File: config.mk
export PLATFORM = sky130hd
export DESIGN_NAME = smu_slot_map
export DESIGN_NICKNAME = d
export VERILOG_FILES = /design/src/hw/rtl/smu_pkg.sv /design/src/hw/rtl/smu_slot_map.sv
export SDC_FILE = /design/constraint.sdc
export NUM_CORES = 1
export LEC_CHECK = 0
export BUFFER_PORTS_ARGS = -buffer_cell sky130_fd_sc_hd__buf_4
export CAP_MARGIN = 40
export CORE_ASPECT_RATIO = 1.25
export CORE_MARGIN = 2
export CORE_UTILIZATION = 45
export DETAILED_ROUTE_END_ITERATION = 8
export PLACE_DENSITY = 0.91
export SLEW_MARGIN = 20
export SYNTH_ARGS = -nofsm -noshare
export SYNTH_HDL_FRONTEND = slang
export SYNTH_SLANG_ARGS = --single-unit
export TNS_END_PERCENT = 5
File: constraint.sdc
create_clock -name aclk -period 2.9 [get_ports aclk]
set_input_delay 0.435 -clock aclk [delete_from_list [all_inputs] [get_ports aclk]]
set_output_delay 0.435 -clock aclk [all_outputs]
set_load 0.1 [all_outputs]
File: src/hw/rtl/smu_pkg.sv
// shared types, register indexes and arithmetic helpers of the momentum update unit
`default_nettype none

package smu_pkg;

    localparam int SMU_PARAM_DEPTH = 4096;
    localparam int IDX_W           = 12;
    localparam int CFG_IDX_W       = 8;
    localparam int CFG_DATA_W      = 32;

    localparam logic [CFG_IDX_W-1:0] CFG_LR_FRAC        = 8'd0;
    localparam logic [CFG_IDX_W-1:0] CFG_MOMENTUM_COEFF = 8'd1;
    localparam logic [CFG_IDX_W-1:0] CFG_NESTEROV_MODE  = 8'd2;
    localparam logic [CFG_IDX_W-1:0] CFG_MAXIMIZE_MODE  = 8'd3;

    localparam logic [15:0] LR_RESET = 16'd655;

    typedef struct packed {
        logic [IDX_W-1:0]   elem_index;
        logic signed [31:0] grad_value;
        logic signed [31:0] data_value;
    } smu_in_t;

    typedef struct packed {
        logic [IDX_W-1:0]   out_index;
        logic signed [31:0] new_value;
        logic               saturated;
    } smu_out_t;

    typedef struct packed {
        logic [15:0] lr_frac;
        logic [15:0] momentum_coeff;
        logic        nesterov_mode;
        logic        maximize_mode;
    } smu_cfg_t;

    // item as it moves down the pipe, gradient already sign-corrected
    typedef struct packed {
        logic [IDX_W-1:0]   elem_index;
        logic signed [32:0] grad;
        logic signed [31:0] data;
    } smu_item_t;

    typedef struct packed {
        logic               valid;
        smu_item_t          item;
        logic signed [31:0] mom;
        logic               sat;
    } smu_mom_t;

    typedef struct packed {
        logic               sat;
        logic signed [31:0] val;
    } smu_clip_t;

    // floor(coef * x / 2^16)
    function automatic logic signed [33:0] smu_qmul(input logic [15:0] coef,
                                                    input logic signed [33:0] x);
        logic signed [50:0] p;
        p = $signed({35'b0, coef}) * 51'(x);
        return $signed(p[49:16]);
    endfunction

    function automatic smu_clip_t smu_clip(input logic signed [34:0] x);
        smu_clip_t r;
        r.sat = 1'b0;
        r.val = $signed(x[31:0]);
        if (x > 35'sd2147483647) begin
            r.sat = 1'b1;
            r.val = 32'sh7fffffff;
        end else if (x < -35'sd2147483648) begin
            r.sat = 1'b1;
            r.val = 32'sh80000000;
        end
        return r;
    endfunction

endpackage

`default_nettype wire

File: src/hw/rtl/smu_slot_map.sv
// input stage: gradient sign, element index folded onto the momentum store depth
`default_nettype none

module smu_slot_map #(
    parameter int   PARAM_DEPTH = 4096,
    localparam int  AW          = (PARAM_DEPTH > 1) ? $clog2(PARAM_DEPTH) : 1
) (
    input  wire logic             aclk,
    input  wire logic             aresetn,
    input  wire logic             adv,
    input  wire logic             accept,
    input  wire logic             maximize,
    input  wire smu_pkg::smu_in_t in_item,
    output logic                  v0,
    output smu_pkg::smu_item_t    item0,
    output logic [AW-1:0]         slot0
);
    import smu_pkg::*;

    logic              v0_reg;
    smu_item_t         item0_reg;
    smu_item_t         item0_next;
    logic signed [32:0] grad_ext;

    assign grad_ext = {in_item.grad_value[31], in_item.grad_value};

    always_comb begin
        item0_next.elem_index = in_item.elem_index;
        item0_next.grad       = maximize ? -grad_ext : grad_ext;
        item0_next.data       = in_item.data_value;
    end

    always_ff @(posedge aclk) begin
        if (!aresetn) begin
            v0_reg <= 1'b0;
        end else if (adv) begin
            v0_reg <= accept;
        end
    end

    always_ff @(posedge aclk) begin
        if (adv) begin
            item0_reg <= item0_next;
        end
    end

    generate
        if (PARAM_DEPTH >= (1 << IDX_W)) begin : g_direct
            assign slot0 = AW'(item0_reg.elem_index);
        end else begin : g_recip
            // quotient by reciprocal multiply, exact for 12-bit indexes
            localparam logic [24:0] RECIP = 25'(((1 << 24) + PARAM_DEPTH - 1) / PARAM_DEPTH);
            localparam logic [IDX_W-1:0] DEPTH_C = IDX_W'(PARAM_DEPTH);
            logic [36:0]      qprod;
            logic [IDX_W-1:0] q_reg;
            logic [IDX_W-1:0] q_next;
            logic [23:0]      qd;
            logic [IDX_W-1:0] rem;

            assign qprod  = {25'b0, in_item.elem_index} * {12'b0, RECIP};
            assign q_next = qprod[35:24];

            always_ff @(posedge aclk) begin
                if (adv) begin
                    q_reg <= q_next;
                end
            end

            assign qd    = {12'b0, q_reg} * {12'b0, DEPTH_C};
            assign rem   = item0_reg.elem_index - qd[IDX_W-1:0];
            assign slot0 = AW'(rem);
        end
    endgenerate

    assign v0    = v0_reg;
    assign item0 = item0_reg;

endmodule

`default_nettype wire

# Yosys cells after proc, flatten, opt, wreduce, memory -nomap -nowiden
# Cells that the tools add are included.
[word_totals] regBits=78 in_bits=81 output_inout_bits=90
[classes] addsub=1 muxes=1
[ops] operator="$mux 33" count=1
[ops] operator="$neg 32->33" count=1

# Logic depth before layout (Yosys ltp)
[depth] depth_word=2 ltp_mapped=6 depth_no_buf=5

# Worst setup path after synthesis
# OpenSTA, ideal clock, no wires.
[synth_path] path_type="in2reg" start="in in_item[45] in the netlist's numbering" end="reg item0_reg (netlist bit item0[64]) (data pin)" setup_time_ns=0.272 arrival_time_ns=1.942 required_time_ns=2.628 setup_slack_ns=0.685 stages=6 n_path_buf=2 cell_sequence="or4_4 > or3_1 > buf_6 > buf_6 > o311ai_0 > o21ai_0"
[synth_lines] item="start: declaration" line_no="smu_slot_map.sv:13" rtl="input wire smu_pkg::smu_in_t in_item,"
[synth_lines] item="end signal: assignment" line_no="smu_slot_map.sv:43" rtl="item0_reg <= item0_next;"
[synth_lines] item="end: declaration" line_no="smu_slot_map.sv:21" rtl="smu_item_t item0_reg;"

==> flow_metrics.env <==
export IMPL_power_density_mw_per_mm2=731.4
export IMPL_hold_viol_final=0
export IMPL_hp_class="in -> reg"
export IMPL_synthCells=200
export IMPL_synth_mux_area_share_pct=0.3118
export IMPL_syn_num_nets=282
export IMPL_ant_nets=0
export IMPL_row_count=34
export IMPL_ioPinCount=171
export IMPL_power_mw=3.448
export IMPL_crit_arrival_ps=2340
export IMPL_synth_top_family_by_area="XOR/XNOR gates"
export IMPL_pre_cts_ws_ps=265.9
export IMPL_timing_fmax_ghz=0.4420
export IMPL_dr_total_vias=2347
export IMPL_routed_wirelength_mm=7.825
export IMPL_holdBufCountCts=0
export IMPL_synthArstFlopShare_pct=0
export IMPL_grt_pass1_vias=2201
export IMPL_cts_tree="built"
export IMPL_synth_cell_types=28
export IMPL_syn_to_final_growth_pct=46.80
export IMPL_gp_congestion=0.8137
export IMPL_yosysTopAreaCell="edfxtp_1"
export IMPL_path_class="in -> reg"
export IMPL_crit_path_end_kind="register"
export IMPL_yosys_area_share_simple_pct=6.430
export IMPL_finalCriticalPeriod_ps=2263
export IMPL_syn_cell_area_mm2=0.003211
export IMPL_cts_root_buf="clkbuf_8"
export IMPL_slowest_stage="or3_1"
export IMPL_antenna_found_initial=0
export IMPL_diodes=0
export IMPL_crit_chain="buf_4 > or4_4 > or3_1 > o41ai_1 > xnor2_1"
export IMPL_htreeDepth=3
export IMPL_slowest_delay_ps=600
export IMPL_synth_top_area_share_pct=72.02
export IMPL_coreArea_mm2=0.006934
export IMPL_clk_latency_ps=330
export IMPL_hold_ws_ps=271.6
export IMPL_drive_gt1_share_pct=52.03
export IMPL_final_common_cell="buf_4"
export IMPL_grt_ovfl_total=0
export IMPL_p_leak_nw=1.901
export IMPL_grt_start_max_net_pins=42
export IMPL_portBuffers=170
export IMPL_synth_xor_xnor_area_share_pct=8.184
export IMPL_tightest_slew_ps=629.1
export IMPL_min_period_over_period_pct=78.02
export IMPL_synth_fa_ha_area_share_pct=0.3897
export IMPL_setup_viol_count_final=0
export IMPL_path_buf_inv=1
export IMPL_fin_skew_ps=0
export IMPL_rrSetupSlack_ps=2230
export IMPL_first_pass_iters=4
export IMPL_seq_area_frac_synth_pct=72.64
export IMPL_syn_area_per_cell_um2=16.05
export IMPL_synth_area_top_cells="edfxtp_1, xnor2_1, buf_4"
export IMPL_crit_path_max_fanout=16
export IMPL_postCtsSetupRepairBufs=0
export IMPL_maxCapViolations=0
export IMPL_nets=446
export IMPL_clk_pin_slew_ps=80
export IMPL_yosys_warnings=0
export IMPL_r2r_start="v0$_SDFFE_PN0P_"
export IMPL_ir_worst_vdd_uv=368.5
export IMPL_drt_initial_drc_count=63
export IMPL_critPathRequiredTime_ps=2970
export IMPL_startpoint_type="primary input"
export IMPL_grt_pass1_wl_mm=11.35
export IMPL_slew_headroom_pct=58.06
export IMPL_largest_reg_flops=65
export IMPL_clockBufferDepth=2
export IMPL_wl_per_cell_um=17.05
export IMPL_die_h_um=98.44
export IMPL_start_util_pct=46.30
export IMPL_synth_main_ff_cell="edfxtp_1"
export IMPL_outcome="finished clean"
export IMPL_synth_enable_flop_cells=77
export IMPL_rsz0062_at_grt="no"
export IMPL_grt_usage_pct=19.61
export IMPL_dpl_hpwl_mm=6.206
export IMPL_setup_tns_ps=0
export IMPL_dieWidth_um=79.55
export IMPL_final_cell_mix="buf_4, edfxtp_1, xnor2_1"
export IMPL_remaining_drc_errors=0
export IMPL_finalMaxSlewViolations=0
export IMPL_critPathLaunch="in_item[45]"
export IMPL_die_area_mm2=0.007831
export IMPL_cts_buffers=9
export IMPL_cts_resized=0
export IMPL_fin_ws_ps=637.4
export IMPL_hold_start="in_item[23]"
export IMPL_critPathTopFamily="simple AND/OR/NAND/NOR gates"
export IMPL_cts_num_sinks=78
export IMPL_synth_compound_area_share_pct=7.482
export IMPL_ys_ff_latch=78
export IMPL_viasPerCell=5.113
export IMPL_final_util_pct=67.97
logic make-up after synthesis:
group | Yosys count
adders and majority gates | 1
muxes | 1
and+or+nand+nor | 39
AOI/OAI and AO/OA | 28
xor gates and xnor gates | 30
DFF | 78
buffers and inverters | 23
worst paths after layout:
kind,end,cells after the start
worst min register to register,v0$_SDFFE_PN0P_,2
worst max-delay path,item0[60]$_DFFE_PP_,5
worst max register to register,v0$_SDFFE_PN0P_,2
worst min-delay path,item0[23]$_DFFE_PP_,1
where the power goes:
part           internal (mW)  leakage, nW  switching [mW]  total [mW]
Sequential              1.36        0.762          0.0343        1.39
Clock                  0.483        0.106           0.363       0.846
Combinational          0.249         1.03           0.961        1.21
Total                   2.09         1.90            1.36        3.45
area by class of cell:
| type | count | area (um2) |
|---|---|---|
| tap | 90 | 112.6 |
| inverter | 3 | 11.26 |
| fill | 477 | 2221 |
| timing repair buffer | 173 | 1311 |
| multi-input combinational | 99 | 732.0 |
| clock buffer | 10 | 127.6 |
| clock inverter | 6 | 86.33 |
| sequential | 78 | 2332 |
worst reg2reg max path, cell delays in order (launching register included):
cell and delay, ps:
dfxtp_1 320, mux2i_1 160, nor2b_1 70
through the flow:
stage	std cells	area [um2]
after floorplan	200	3211
after detailed placement	443	4499
after global routing	459	4713
after global placement	443	4499
after CTS	459	4713
final	459	4713
synthesized netlist by cell type (2+ instances only):
cell / number
nor2_1: 5
nand4_1: 3
o31ai_1: 10
or4_1: 2
buf_4: 12
o21ai_0: 6
clkbuf_1: 4
nand2_1: 8
xnor2_1: 30
buf_1: 2
or3_1: 4
nor4_1: 4
nand3_1: 5
edfxtp_1: 77
inv_1: 3
o41ai_1: 8
buf_6: 2
nor3_1: 5
metal layers:
metal / up-vias / wire length (um) / global-route usage [%] / share of wire [%]
met2: 132 / 4265 / 35.94 / 55
met4: 0 / 144 / 7.958 / 1.8
met5: - / 0 / 0 / 0
li1: 1089 / - / - / -
met3: 13 / 703 / 4.853 / 9.0
met1: 1113 / 2711 / 21.23 / 35
Power figures use the tool's default switching activity.
