$ cat src/hw/rtl/smu_pkg.sv
// shared types, register indexes and arithmetic helpers of the momentum update unit
`default_nettype none

package smu_pkg;

    localparam int SMU_PARAM_DEPTH = 4096;
    localparam int IDX_W           = 12;
    localparam int CFG_IDX_W       = 8;
    localparam int CFG_DATA_W      = 32;

    localparam logic [CFG_IDX_W-1:0] CFG_LR_FRAC        = 8'd0;
    localparam logic [CFG_IDX_W-1:0] CFG_MOMENTUM_COEFF = 8'd1;
    localparam logic [CFG_IDX_W-1:0] CFG_NESTEROV_MODE  = 8'd2;
    localparam logic [CFG_IDX_W-1:0] CFG_MAXIMIZE_MODE  = 8'd3;

    localparam logic [15:0] LR_RESET = 16'd655;

    typedef struct packed {
        logic [IDX_W-1:0]   elem_index;
        logic signed [31:0] grad_value;
        logic signed [31:0] data_value;
    } smu_in_t;

    typedef struct packed {
        logic [IDX_W-1:0]   out_index;
        logic signed [31:0] new_value;
        logic               saturated;
    } smu_out_t;

    typedef struct packed {
        logic [15:0] lr_frac;
        logic [15:0] momentum_coeff;
        logic        nesterov_mode;
        logic        maximize_mode;
    } smu_cfg_t;

    // item as it moves down the pipe, gradient already sign-corrected
    typedef struct packed {
        logic [IDX_W-1:0]   elem_index;
        logic signed [32:0] grad;
        logic signed [31:0] data;
    } smu_item_t;

    typedef struct packed {
        logic               valid;
        smu_item_t          item;
        logic signed [31:0] mom;
        logic               sat;
    } smu_mom_t;

    typedef struct packed {
        logic               sat;
        logic signed [31:0] val;
    } smu_clip_t;

    // floor(coef * x / 2^16)
    function automatic logic signed [33:0] smu_qmul(input logic [15:0] coef,
                                                    input logic signed [33:0] x);
        logic signed [50:0] p;
        p = $signed({35'b0, coef}) * 51'(x);
        return $signed(p[49:16]);
    endfunction

    function automatic smu_clip_t smu_clip(input logic signed [34:0] x);
        smu_clip_t r;
        r.sat = 1'b0;
        r.val = $signed(x[31:0]);
        if (x > 35'sd2147483647) begin
            r.sat = 1'b1;
            r.val = 32'sh7fffffff;
        end else if (x < -35'sd2147483648) begin
            r.sat = 1'b1;
            r.val = 32'sh80000000;
        end
        return r;
    endfunction

endpackage

`default_nettype wire

$ cat src/hw/rtl/smu_out_skid.sv
// output register with one skid entry so the pipe keeps moving while a result waits
`default_nettype none

module smu_out_skid (
    input  wire logic              aclk,
    input  wire logic              aresetn,
    input  wire logic              in_valid,
    input  wire smu_pkg::smu_out_t in_item,
    output logic                   adv,
    output logic                   m_valid,
    input  wire logic              m_ready,
    output smu_pkg::smu_out_t      m_item
);
    import smu_pkg::*;

    logic     main_valid_reg, main_valid_next;
    logic     skid_valid_reg, skid_valid_next;
    smu_out_t main_reg, main_next;
    smu_out_t skid_reg, skid_next;
    logic     pop;
    logic     push;

    assign adv  = !skid_valid_reg;
    assign pop  = main_valid_reg && m_ready;
    assign push = in_valid && adv;

    always_comb begin
        main_valid_next = main_valid_reg;
        skid_valid_next = skid_valid_reg;
        main_next       = main_reg;
        skid_next       = skid_reg;
        if (skid_valid_reg) begin
            if (pop) begin
                main_next       = skid_reg;
                skid_valid_next = 1'b0;
            end
        end else if (push) begin
            if (!main_valid_reg || pop) begin
                main_next       = in_item;
                main_valid_next = 1'b1;
            end else begin
                skid_next       = in_item;
                skid_valid_next = 1'b1;
            end
        end else if (pop) begin
            main_valid_next = 1'b0;
        end
    end

    always_ff @(posedge aclk) begin
        if (!aresetn) begin
            main_valid_reg <= 1'b0;
            skid_valid_reg <= 1'b0;
        end else begin
            main_valid_reg <= main_valid_next;
            skid_valid_reg <= skid_valid_next;
        end
    end

    always_ff @(posedge aclk) begin
        main_reg <= main_next;
        skid_reg <= skid_next;
    end

    assign m_valid = main_valid_reg;
    assign m_item  = main_reg;

endmodule

`default_nettype wire

$ cat config.mk
export PLATFORM = sky130hd
export DESIGN_NAME = smu_out_skid
export DESIGN_NICKNAME = d
export VERILOG_FILES = /design/src/hw/rtl/smu_pkg.sv /design/src/hw/rtl/smu_out_skid.sv
export SDC_FILE = /design/constraint.sdc
export NUM_CORES = 1
export LEC_CHECK = 0
export ABC_AREA = 1
export BUFFER_PORTS_ARGS = -buffer_cell sky130_fd_sc_hd__buf_2
export CAP_MARGIN = 10
export CORE_ASPECT_RATIO = 1.1
export CORE_MARGIN = 1.5
export CORE_UTILIZATION = 47
export DETAILED_ROUTE_END_ITERATION = 10
export PLACE_DENSITY = 0.72
export RECOVER_POWER = 50
export SLEW_MARGIN = 20
export SYNTH_ARGS = -nofsm -noshare
export SYNTH_HDL_FRONTEND = slang
export SYNTH_SLANG_ARGS = --single-unit
$ cat constraint.sdc
create_clock -name aclk -period 5.4 [get_ports aclk]
set_clock_uncertainty 0.05 [all_clocks]
set_input_delay 0.27 -clock aclk [delete_from_list [all_inputs] [get_ports aclk]]
set_output_delay 0.27 -clock aclk [all_outputs]
set_load 0.02 [all_outputs]
**Yosys cells after proc, flatten, opt, wreduce, memory -nomap -nowiden**

Cells that the tools add are included.

- Equality and inequality tests: 2
- Multiplexer cells: 11
- Bitwise logic cells: 2
- Reductions and logical operators: 11

Operator list:

| kind | count |
|---|---|
| $mux W45 | 4 |
| $reduce_and A3 Y1 | 3 |
| $mux W1 | 7 |
| $reduce_bool A2 Y1 | 3 |
| $ne A2 B1 Y1 const B | 2 |
| $logic_and A1 B1 Y1 | 2 |
| $logic_not A1 Y1 | 2 |
| $not A1 Y1 | 2 |
| $logic_or A1 B1 Y1 | 1 |

- Bits in registers: 92
- Input port bits: 49
- Output and inout bits: 47
- Word-level logic and storage cells: 34

**Logic depth before layout (Yosys ltp)**

Gate-level depths: netlist (run 1).

- Word-level depth: 5
- Depth in mapped cells: 6
- Gate-level depth less buffers: 5

**Worst setup path before layout (run 1)**

Ideal clock, no wire load.

- Path type: reg-to-reg
- From: register skid_valid_reg
- To: register main_reg (netlist bit m_item[0]), enable pin
- Arrival: 2.831 ns
- Setup slack: 2.056 ns
- Stages on the path, launching flop included: 4
- Buffers on the path: 1
- Clock period less this slack: 3.344 ns
- Cell sequence: dfxtp_1 buf_4 nand2_1 a21oi_1

- Cells in the longest elaborated chain, start to end: 4
- Elaborated cells between the ends (all ways): 6
- Classes of those cells: eq/ne: 1; reduce/logical: 5

RTL lines:

| item | line | text |
|---|---|---|
| start, declared | smu_out_skid.sv:17 | `logic skid_valid_reg, skid_valid_next;` |
| start signal, assigned | smu_out_skid.sv:56 | `skid_valid_reg <= skid_valid_next;` |
| $logic_not A1 Y1 | smu_out_skid.sv:23 | `assign adv = !skid_valid_reg;` |
| $logic_and A1 B1 Y1 | smu_out_skid.sv:25 | `assign push = in_valid && adv;` |
| $reduce_bool A2 Y1 (no line) | -- |  |
| $reduce_and A3 Y1 (no line) (*) | -- |  |
| end signal, assigned | smu_out_skid.sv:61 | `main_reg <= main_next;` |
| end, declared | smu_out_skid.sv:18 | `smu_out_t main_reg, main_next;` |

Every way passes the cells marked *; elsewhere a longest branch is shown, timed or not.
A chain may end at the register's enable or synchronous reset.

**Worst setup path in the final report (run 1)**

- From: register skid_valid_reg
- To: register main_reg (netlist bit m_item[30]), enable pin

The elaborated chain is that of the path after synthesis.

==> tab_implementation.tex, run 1 <==
\begin{tabular}{lr}
\hline
Metric & Value \\
\hline
\multicolumn{2}{l}{\textbf{Logic synthesis}} \\
\quad Gate count after technology mapping & 256 \\
\quad Syn\_nets & 305 \\
\quad Number of warning messages in the yosys log & 0 \\
\quad Synth unique cells & 11 \\
\quad Register area share after synthesis & 81.1\% \\
\quad Flop and latch count out of synthesis & just over 90 \\
\quad Average cell area after synthesis & roughly 13 sq um \\
\quad Cell area after synthesis & 3380 sq um \\
\multicolumn{2}{l}{\textbf{Pwr}} \\
\quad Highest ir drop seen on vdd & 0.210 mV \\
\quad Net Sw Frac & 23.6\% \\
\quad Internal power & 1080 uW \\
\quad Logic gate share of total power & 8.8\% \\
\quad Relative contribution of the clock network to total power & 31.3\% \\
\quad Proportion of power drawn by flip-flops and latches & 59.9\% \\
\quad Total power per unit cell area & around 350 nW/um\^{}2 \\
\quad P\_leak & 0.00156 uW \\
\quad Total net switching power & 333 uW \\
\multicolumn{2}{l}{\textbf{Setup path}} \\
\quad Critical setup path kind & flip-flop to flip-flop \\
\quad Critical path peak fanout & 49 \\
\quad Data required time at the worst endpoint & between 5000 and 6000 ps \\
\quad Worst setup SP type & flip-flop \\
\quad CP Data Arrival Time & 3910 ps \\
\quad R2R Setup Slk & $\sim$1500 ps \\
\quad CP max stage delay & 1280 ps \\
\quad Number of cells on the worst reg-to-reg path & 4 \\
\quad Endpoint kind of the worst setup timing path & flip-flop \\
\quad Critical path, cell by cell & inv\_1, nand2\_1, a21oi\_4, buf\_4 \\
\quad Combined buffer and inverter count along the critical path & 2 \\
\quad Crit. path cell count & 4 \\
\quad CP delay by family, top & buffers and inverters \\
\quad Slowest library cell on the worst path & sky130\_fd\_sc\_hd\_\_inv\_1 \\
\multicolumn{2}{l}{\textbf{Final layout}} \\
\quad Most common cell after layout, fill and taps aside & sky130\_fd\_sc\_hd\_\_nand2\_1 \\
\quad Fraction of final layout cells with drive strength greater than 1 & between 10\% and 20\% \\
\quad Number of standard cells in the layout, taps in and fillers out & about 440 \\
\quad Antenna diode instance count & 0 \\
\quad Final nets & 402 \\
\quad Commonest non-fill, non-tap cells in the layout & sky130\_fd\_sc\_hd\_\_nand2\_1 (142), sky130\_fd\_sc\_hd\_\_edfxtp\_1 (90), sky130\_fd\_sc\_hd\_\_clkbuf\_1 (76) \\
\quad P\&R area growth vs syn & 18.9\% \\
\quad Filler Cells Inserted & 609 \\
\multicolumn{2}{l}{\textbf{Timing}} \\
\quad Final-report max-slew violation count & 50 \\
\quad Unrepaired setup endpoints after global routing & false \\
\quad F\_max & 254 MHz \\
\quad Number of hold-slack violations in the final timing report & 0 \\
\quad Share of the clock period used by the worst path & 72.9\% \\
\quad Final-report setup violation count & 0 \\
\quad Sum of negative setup slack & 0 ps \\
\quad Max\_slew headroom & -8.79\% \\
\quad Transition time at the pin with the least slew margin & 1630 ps \\
\quad Crit path time final & around 4000 ps \\
\multicolumn{2}{l}{\textbf{CTS}} \\
\quad Post-CTS setup-driven buffer insertion count & 0 \\
\quad Max H-tree Level & 3 \\
\quad Maximum clock path buffer count & 2 \\
\quad Total CTS buffers & 9 \\
\quad TritonCTS clock tree & built \\
\quad Worst-skew pair later-pin latency & between 300 and 400 ps \\
\quad Quantity of hold-fixing buffers added after cts & 0 \\
\quad Resize count post-CTS & 0 \\
\quad Clock root buffer & sky130\_fd\_sc\_hd\_\_clkbuf\_8 \\
\quad CTS clock-pin slew for the worst setup and hold paths & 90 ps \\
\quad \# clock sinks & 92 \\
\multicolumn{2}{l}{\textbf{Global route}} \\
\quad Global-route wire length before repair & 9470 um \\
\quad Overall fraction of global-route tracks in use & 16.3\% \\
\quad Final global-route overflow total & 0 \\
\quad Maximum number of pins on one net before global-route repair & 50 \\
\quad Number of antenna violations at the first check in global routing & 1 \\
\quad Via count of the first global-routing pass & 2,060 \\
\multicolumn{2}{l}{\textbf{Flow run}} \\
\quad Max-cap violations & 1 \\
\multicolumn{2}{l}{\textbf{Placed design}} \\
\quad Detailed placement HPWL & 3910 um \\
\quad Number of I/O port buffers & 95 \\
\quad Total placed cells including tap cells & 427 \\
\quad GP Congestion & around 0.75 \\
\multicolumn{2}{l}{\textbf{Routing}} \\
\quad Routed length per instance & 13.5 um \\
\quad Post-DRT Antenna Nets & 0 \\
\quad Drt initial violations & 135 \\
\quad First drt pass iteration count & 4 \\
\quad Via density per instance & 4.71 \\
\quad Total length of routed wires & 5990 um \\
\quad Number of remaining DRC errors & 0 \\
\quad Via count & 2,085 \\
\multicolumn{2}{l}{\textbf{Status}} \\
\quad Run status & finished with violations \\
\quad Violated checks & max-capacitance violations, max-slew violations \\
\multicolumn{2}{l}{\textbf{Floorplanning}} \\
\quad Top Ports & 96 \\
\quad Initial Utilization & 48.3\% \\
\quad Number of rows in the core area & 32 \\
\quad Area of the core region & 7010 sq um \\
\quad Die height & 92.0 um \\
\quad DIE AREA & 7720 sq um \\
\quad Horizontal die dimension & 83.9 um \\
\multicolumn{2}{l}{\textbf{Min path}} \\
\quad Cell depth of the worst hold path & 1 \\
\quad Worst min-delay path category & primary input to flip-flop \\
\hline
\end{tabular}
## Yosys cell counts
master                     number  area share (%)
sky130_fd_sc_hd__nand2_1      142              16
sky130_fd_sc_hd__edfxtp_1      90              80
sky130_fd_sc_hd__inv_1          6            0.67
sky130_fd_sc_hd__buf_2          5            0.74
sky130_fd_sc_hd__buf_4          4            0.89
sky130_fd_sc_hd__a21oi_1        2            0.30
sky130_fd_sc_hd__dfxtp_1        2             1.2
sky130_fd_sc_hd__nor2_1         2            0.22
sky130_fd_sc_hd__clkbuf_1       1            0.11
sky130_fd_sc_hd__inv_2          1            0.11
sky130_fd_sc_hd__nand3_1        1            0.15
## power groups by stage
| stage | sequential (uW) | clock [uW] | combinational [uW] |
|---|---|---|---|
| floorplan | 896 | 0 | 42.1 |
| global placement | 861 | 0 | 132 |
| detailed placement | 861 | 0 | 136 |
| CTS | 845 | 453 | 135 |
| global route | 850 | 474 | 138 |
| finish | 845 | 441 | 124 |
## stage by stage
stage	hold WS, ps	total power (uW)	area [sq um]	utilization, %	worst slack (ps)
6_report	55.2	1410	4020	57.4	1460
5_1_grt	45.0	1460	4020	57.4	1080
4_1_cts	37.6	1430	4120	58.8	2360
3_5_place_dp	415	996	3930	56.0	2380
3_3_place_gp	413	993	3930	56.0	2450
2_1_floorplan	318	938	3380	-	2060
## path summary, 6_finish.rpt
check / start / end
max reg2reg: skid_valid_reg$_SDFF_PN0_ / m_item[30]$_DFFE_PP_
min: in_item[40] / skid_reg[40]$_DFFE_PP_
min reg2reg: skid_reg[37]$_DFFE_PP_ / m_item[37]$_DFFE_PP_
max: skid_valid_reg$_SDFF_PN0_ / m_item[30]$_DFFE_PP_
## kinds of logic after synthesis
family          share of synthesized area [%]
flops                                    81.1
compound gates                          0.296
buf+inv                                  2.51
simple gates                             16.1
## area by class of cell
cell class	instances	area, sq um	area share, %
Clock buffer	10	128	3.17
Clock inverter	6	65.1	1.62
Inverter	7	26.3	0.653
Multi-Input combinational cell	147	567	14.1
Sequential cell	92	2740	68.2
Tap cell	85	106	2.64
Timing Repair Buffer	96	389	9.67
## layer usage
metal | GRT usage, % | share of wire [%] | vias up
met4 | 7.38 | 1.6 | 2
met5 | 0 | 0.18 | -
met1 | 21.3 | 43 | 948
met2 | 25.0 | 47 | 76
li1 | - | - | 1047
met3 | 5.22 | 7.9 | 12
(Power assumes the default switching activity.)
==> run 2: changes to the inputs <==
--- a/config.mk
+++ b/config.mk
@@ -10,9 +10,9 @@
 export CAP_MARGIN = 10
 export CORE_ASPECT_RATIO = 1.1
 export CORE_MARGIN = 1.5
-export CORE_UTILIZATION = 47
+export CORE_UTILIZATION = 46
 export DETAILED_ROUTE_END_ITERATION = 10
-export PLACE_DENSITY = 0.72
+export PLACE_DENSITY = 0.74
 export RECOVER_POWER = 50
 export SLEW_MARGIN = 20
 export SYNTH_ARGS = -nofsm -noshare
==> constraint.sdc (replaced) <==
create_clock -name aclk -period 3.5 [get_ports aclk]
set_clock_uncertainty 0.05 [all_clocks]
set_input_delay 0.175 -clock aclk [delete_from_list [all_inputs] [get_ports aclk]]
set_output_delay 0.175 -clock aclk [all_outputs]
set_load 0.02 [all_outputs]
==> tab_implementation.tex, run 2 (same netlist as run 1, synthesis figures left out) <==
\begin{tabular}{lr}
\hline
Metric & Value \\
\hline
\multicolumn{2}{l}{\textbf{Placed design}} \\
\quad GP Congestion & 0.685 \\
\quad Total placed cells including tap cells & between 400 and 500 \\
\quad Number of I/O port buffers & 95 \\
\quad Detailed placement HPWL & 3590 um \\
\quad Placed inst area & 3930 sq um \\
\multicolumn{2}{l}{\textbf{CTS}} \\
\quad Resize count post-CTS & 0 \\
\quad \# clock sinks & $\sim$90 \\
\quad Max H-tree Level & 3 \\
\quad Maximum clock path buffer count & 2 \\
\quad Total CTS buffers & 9 \\
\quad TritonCTS clock tree & built \\
\quad Clock root buffer & sky130\_fd\_sc\_hd\_\_clkbuf\_8 \\
\quad Quantity of hold-fixing buffers added after cts & 46 \\
\quad CTS clock-pin slew for the worst setup and hold paths & about 80 ps \\
\quad Post-CTS setup-driven buffer insertion count & 0 \\
\quad Worst-skew pair later-pin latency & between 300 and 400 ps \\
\multicolumn{2}{l}{\textbf{Final layout}} \\
\quad Area of all sequential standard cells & 2740 sq um \\
\quad Final nets & 449 \\
\quad P\&R area growth vs syn & 33.5\% \\
\quad Area occupied by multi-input gates & between 500 and 600 sq um \\
\quad Number of standard cells in the layout, taps in and fillers out & 490 \\
\quad Most common cell after layout, fill and taps aside & sky130\_fd\_sc\_hd\_\_nand2\_1 \\
\quad Commonest non-fill, non-tap cells in the layout & sky130\_fd\_sc\_hd\_\_nand2\_1 (142), sky130\_fd\_sc\_hd\_\_edfxtp\_1 (90), sky130\_fd\_sc\_hd\_\_clkbuf\_1 (85) \\
\quad Filler Cells Inserted & 576 \\
\quad Antenna diode instance count & 0 \\
\quad Final instance area & 4520 sq um \\
\quad Fraction of final layout cells with drive strength greater than 1 & between 6 and 7\% \\
\multicolumn{2}{l}{\textbf{Pwr}} \\
\quad Highest ir drop seen on vdd & slightly below 0.3 mV \\
\quad Total power per unit cell area & 520 nW/um\^{}2 \\
\quad P\_leak & 0.00175 uW \\
\multicolumn{2}{l}{\textbf{Status}} \\
\quad Run status & finished with violations \\
\quad Violated checks & design-rule violations \\
\multicolumn{2}{l}{\textbf{Routing}} \\
\quad Via density per instance & 4.59 \\
\quad Total length of routed wires & 6450 um \\
\quad Post-DRT Antenna Nets & 0 \\
\quad Drt initial violations & 141 \\
\quad Number of remaining DRC errors & 4 \\
\quad Via count & 2,251 \\
\quad First drt pass iteration count & 7 \\
\quad Routed length per instance & between 10 and 15 um \\
\multicolumn{2}{l}{\textbf{Global route}} \\
\quad Via count of the first global-routing pass & 2,190 \\
\quad Overall fraction of global-route tracks in use & 17.0\% \\
\quad Number of antenna violations at the first check in global routing & 0 \\
\quad Maximum number of pins on one net before global-route repair & 50 \\
\quad Final global-route overflow total & 0 \\
\quad Global-route wire length before repair & $\sim$10000 um \\
\multicolumn{2}{l}{\textbf{Timing}} \\
\quad Transition time at the pin with the least slew margin & 930 ps \\
\quad Number of hold-slack violations in the final timing report & 0 \\
\quad Share of the clock period used by the worst path & 74.5\% \\
\quad F\_max & 383 MHz \\
\quad Sum of negative setup slack & 0 ps \\
\quad Unrepaired setup endpoints after global routing & false \\
\quad Crit path time final & 2610 ps \\
\quad Final-report max-slew violation count & 0 \\
\quad Max\_slew headroom & 37.9\% \\
\quad Final-report setup violation count & 0 \\
\multicolumn{2}{l}{\textbf{Floorplanning}} \\
\quad Horizontal die dimension & 84.8 um \\
\quad Top Ports & 96 \\
\quad Initial Utilization & 47.7\% \\
\quad DIE AREA & 7880 sq um \\
\quad Area of the core region & 7090 sq um \\
\quad Number of rows in the core area & 32 \\
\quad Die height & 92.9 um \\
\multicolumn{2}{l}{\textbf{Min path}} \\
\quad Endpoint of the worst hold path & skid\_valid\_reg\$\_SDFF\_PN0\_ \\
\quad Cell depth of the worst hold path & 4 \\
\quad Worst min-delay path category & primary input to flip-flop \\
\quad Hold wc startpoint & m\_ready \\
\multicolumn{2}{l}{\textbf{Setup path}} \\
\quad Startpoint of the worst register-to-register path & skid\_valid\_reg\$\_SDFF\_PN0\_ \\
\quad R2R Setup Slk & 1190 ps \\
\quad Data required time at the worst endpoint & about 3300 ps \\
\quad Critical setup path kind & flip-flop to output port \\
\quad Reg-to-Reg End & m\_item[19]\$\_DFFE\_PP\_ \\
\quad Endpoint kind of the worst setup timing path & output port \\
\quad Number of cells on the worst reg-to-reg path & 3 \\
\quad Worst setup SP type & flip-flop \\
\quad Critical path peak fanout & 49 \\
\quad CP Data Arrival Time & about 2400 ps \\
\multicolumn{2}{l}{\textbf{Flow run}} \\
\quad Max-cap violations & 0 \\
\hline
\end{tabular}
==> run 2: cell types whose count changed in the layout (fill, tap and decap cells not counted), moves of 2 or more <==
cell,previous run,this run
sky130_fd_sc_hd__buf_2,20,10
sky130_fd_sc_hd__bufinv_16,1,3
sky130_fd_sc_hd__clkbuf_1,76,85
sky130_fd_sc_hd__clkinvlp_4,3,0
sky130_fd_sc_hd__dlygate4sd3_1,0,46
==> run 2: worst max-delay path by stage <==
stage,endpoint,slack (ps),start,cells past startpoint
after floorplan,m_item[0]$_DFFE_PP_,160,skid_valid_reg$_SDFF_PN0_,3
after global placement,m_item[37]$_DFFE_PP_,1280,skid_valid_reg$_SDFF_PN0_,3
after detailed placement,m_item[29]$_DFFE_PP_,1200,skid_valid_reg$_SDFF_PN0_,3
after CTS,m_item[19]$_DFFE_PP_,1190,skid_valid_reg$_SDFF_PN0_,3
after global routing,adv,700,skid_valid_reg$_SDFF_PN0_,3
final,adv,890,skid_valid_reg$_SDFF_PN0_,3
==> run 2: per-stage QoR <==
stage	hold WS (ps)	util (%)	worst slack, ps	power [uW]
after floorplan	223	-	156	1450
after detailed placement	320	55.5	1200	1540
after global routing	90.5	63.7	699	2430
final	72.1	63.7	892	2350
after CTS	52.6	65.3	1190	2380
after global placement	319	55.5	1280	1530
==> run 2: area by class of cell <==
type / count / area share [%]
Sequential cell: 92 / 60.8
Inverter: 7 / 0.582
Clock inverter: 6 / 2.27
Tap cell: 85 / 2.36
Clock buffer: 10 / 2.83
Timing Repair Buffer: 143 / 18.6
Multi-Input combinational cell: 147 / 12.6
==> run 2: critical path: stages, from the launching register on <==
cell                       delay [ps]
sky130_fd_sc_hd__dfxtp_2          940
sky130_fd_sc_hd__inv_1            140
sky130_fd_sc_hd__clkbuf_2         580
sky130_fd_sc_hd__buf_2            370
==> run 2: metal layers <==
metal | GRT usage [%] | wire length [um]
met5 | 0 | 0
met2 | 27.3 | 3180
met3 | 4.19 | 339
met1 | 20.8 | 2780
met4 | 10.4 | 144
==> run 2: power breakdown <==
| group | internal (uW) | switching, uW | total [uW] |
|---|---|---|---|
| clock | 469 | 342 | 811 |
| sequential | 1280 | 22.6 | 1300 |
| combinational | 83.4 | 148 | 232 |
| total | 1830 | 513 | 2350 |
==> run 3: changes to the inputs <==
==> constraint.sdc (replaced) <==
create_clock -name aclk -period 2.22 [get_ports aclk]
set_clock_uncertainty 0.05 [all_clocks]
set_input_delay 0.111 -clock aclk [delete_from_list [all_inputs] [get_ports aclk]]
set_output_delay 0.111 -clock aclk [all_outputs]
set_load 0.02 [all_outputs]
==> tab_implementation.tex, run 3 (same netlist as run 1, synthesis figures left out) <==
\begin{tabular}{lr}
\hline
Metric & Value \\
\hline
\multicolumn{2}{l}{\textbf{Timing}} \\
\quad Sum of negative setup slack & 0 ps \\
\quad Tightest hold margin & 44.1 ps \\
\quad Max\_slew headroom & around 40\% \\
\quad Share of the clock period used by the worst path & between 70\% and 80\% \\
\quad Number of hold-slack violations in the final timing report & 0 \\
\quad Final-report setup violation count & 0 \\
\quad Unrepaired setup endpoints after global routing & false \\
\quad F\_max & 629 MHz \\
\quad Transition time at the pin with the least slew margin & 882 ps \\
\quad Final-report max-slew violation count & 0 \\
\quad Crit path time final & 1590 ps \\
\multicolumn{2}{l}{\textbf{Floorplanning}} \\
\quad Horizontal die dimension & 84.8 um \\
\quad Die height & 92.9 um \\
\quad Top Ports & 96 \\
\quad DIE AREA & 7880 sq um \\
\quad Area of the core region & 7090 sq um \\
\quad Number of rows in the core area & 32 \\
\quad Initial Utilization & a little under half \\
\multicolumn{2}{l}{\textbf{Routing}} \\
\quad Drt initial violations & 118 \\
\quad Total length of routed wires & 6580 um \\
\quad Number of remaining DRC errors & 8 \\
\quad Routed length per instance & approximately 13 um \\
\quad Via count & about 2,300 \\
\quad First drt pass iteration count & 8 \\
\quad Post-DRT Antenna Nets & 0 \\
\quad Via density per instance & approximately 4.7 \\
\multicolumn{2}{l}{\textbf{Placed design}} \\
\quad Number of I/O port buffers & 95 \\
\quad Detailed placement HPWL & 4020 um \\
\quad GP Congestion & 0.751 \\
\multicolumn{2}{l}{\textbf{Setup path}} \\
\quad Slowest library cell on the worst path & sky130\_fd\_sc\_hd\_\_clkbuf\_2 \\
\quad Data required time at the worst endpoint & 2370 ps \\
\quad Endpoint kind of the worst setup timing path & flip-flop \\
\quad Combined buffer and inverter count along the critical path & 1 \\
\quad Critical path's most frequent cell & sky130\_fd\_sc\_hd\_\_nand2\_1 \\
\quad Critical path peak fanout & 45 \\
\quad Critical setup path kind & flip-flop to flip-flop \\
\quad CP max stage delay & 720 ps \\
\quad Worst setup SP type & flip-flop \\
\quad R2R Setup Slk & 630 ps \\
\quad CP delay by family, top & buffers and inverters \\
\quad Critical path, cell by cell & clkbuf\_2, nand2\_1, nand2\_1 \\
\quad CP Data Arrival Time & 1740 ps \\
\multicolumn{2}{l}{\textbf{CTS}} \\
\quad TritonCTS clock tree & built \\
\quad Worst-skew pair later-pin latency & 330 ps \\
\quad \# clock sinks & 92 \\
\quad Maximum clock path buffer count & 2 \\
\quad Total CTS buffers & 9 \\
\quad Max H-tree Level & 3 \\
\quad Clock root buffer & sky130\_fd\_sc\_hd\_\_clkbuf\_8 \\
\quad Resize count post-CTS & 0 \\
\quad CTS clock-pin slew for the worst setup and hold paths & 80 ps \\
\multicolumn{2}{l}{\textbf{Global route}} \\
\quad Global-route wire length before repair & 10,400 um \\
\quad Via count of the first global-routing pass & $\sim$2,300 \\
\quad Final global-route overflow total & 0 \\
\quad Maximum number of pins on one net before global-route repair & 46 \\
\quad Number of antenna violations at the first check in global routing & 0 \\
\quad Overall fraction of global-route tracks in use & between 10\% and 20\% \\
\multicolumn{2}{l}{\textbf{Min path}} \\
\quad Worst min-delay path category & primary input to flip-flop \\
\multicolumn{2}{l}{\textbf{Final layout}} \\
\quad P\&R area growth vs syn & 32.7\% \\
\quad Final nets & 454 \\
\quad Antenna diode instance count & 0 \\
\quad Most common cell after layout, fill and taps aside & sky130\_fd\_sc\_hd\_\_nand2\_1 \\
\quad Commonest non-fill, non-tap cells in the layout & sky130\_fd\_sc\_hd\_\_nand2\_1 (142), sky130\_fd\_sc\_hd\_\_clkbuf\_1 (92), sky130\_fd\_sc\_hd\_\_edfxtp\_1 (90) \\
\quad Fraction of final layout cells with drive strength greater than 1 & under 10\% \\
\multicolumn{2}{l}{\textbf{Pwr}} \\
\quad Highest ir drop seen on vdd & 0.454 mV \\
\quad Total power per unit cell area & 766 nW/um\^{}2 \\
\quad P\_leak & 0.00174 uW \\
\multicolumn{2}{l}{\textbf{Status}} \\
\quad Violated checks & design-rule violations \\
\quad Run status & finished with violations \\
\multicolumn{2}{l}{\textbf{Flow run}} \\
\quad Max-cap violations & 0 \\
\hline
\end{tabular}
## run 3: changes by cell type in the layout (fill, tap and decap cells not counted)
cell / before / now
sky130_fd_sc_hd__clkbuf_1: 85 / 92
sky130_fd_sc_hd__buf_4: 1 / 6
sky130_fd_sc_hd__buf_2: 10 / 6
sky130_fd_sc_hd__bufinv_16: 3 / 1
sky130_fd_sc_hd__buf_1: 1 / 0
sky130_fd_sc_hd__clkinv_1: 2 / 1
sky130_fd_sc_hd__dfxtp_1: 1 / 2
sky130_fd_sc_hd__dfxtp_2: 1 / 0
sky130_fd_sc_hd__inv_1: 6 / 5
sky130_fd_sc_hd__inv_2: 1 / 2
## run 3: per-stage QoR
stage / std cells / util, % / setup slack (ps) / power (uW) / area [sq um]
floorplan: 256 / - / 48.9 / 2280 / 3390
global placement: 433 / 56.0 / 728 / 2420 / 3970
detailed placement: 433 / 56.0 / 656 / 2430 / 3970
CTS: 494 / 65.0 / 641 / 3490 / 4610
global route: 494 / 63.4 / 462 / 3580 / 4490
finish: 494 / 63.4 / 630 / 3440 / 4490
## run 3: tightest hold or removal path: cells and delay by family
kind	cells	cell delay [ps]
simple gates	2	120
compound gates	1	60
buf+inv	1	100
## run 3: path summary, 6_finish.rpt
kind	start	to	depth (start not counted)
worst min-delay path	m_ready	skid_valid_reg$_SDFF_PN0_	4
worst max-delay path	skid_valid_reg$_SDFF_PN0_	m_item[9]$_DFFE_PP_	3
worst max register to register	skid_valid_reg$_SDFF_PN0_	m_item[9]$_DFFE_PP_	3
worst min register to register	skid_reg[38]$_DFFE_PP_	m_item[38]$_DFFE_PP_	2
## run 3: what timing repair did
| action | in CTS | in global routing |
|---|---|---|
| buffers inserted | 0 | 0 |
| endpoints found under the hold margin | 61 | 0 |
| hold buffers | 46 | 0 |
## run 3: area by class of cell
type,instances,area (sq um)
flip-flops and latches,92,2740
fillers,581,2600
repair buffers,148,875
multi-input cells,147,567
clock buffers,12,135
well taps,85,106
clock inverters,3,38.8
inverters,7,26.3
## run 3: report_power, final
part	switching, uW	internal (uW)	total (uW)
Sequential	27.2	2020	2050
Combinational	246	136	382
Clock	501	511	1010
Total	775	2670	3440
## run 3: layer usage
metal  track usage [%]  vias to the layer above  wire [um]
met3              3.65                       12        412
met2              31.5                       91       3440
met4              7.65                        0        119
met5                 0                        -          0
met1              20.5                     1050       2610
li1                  -                     1147          -
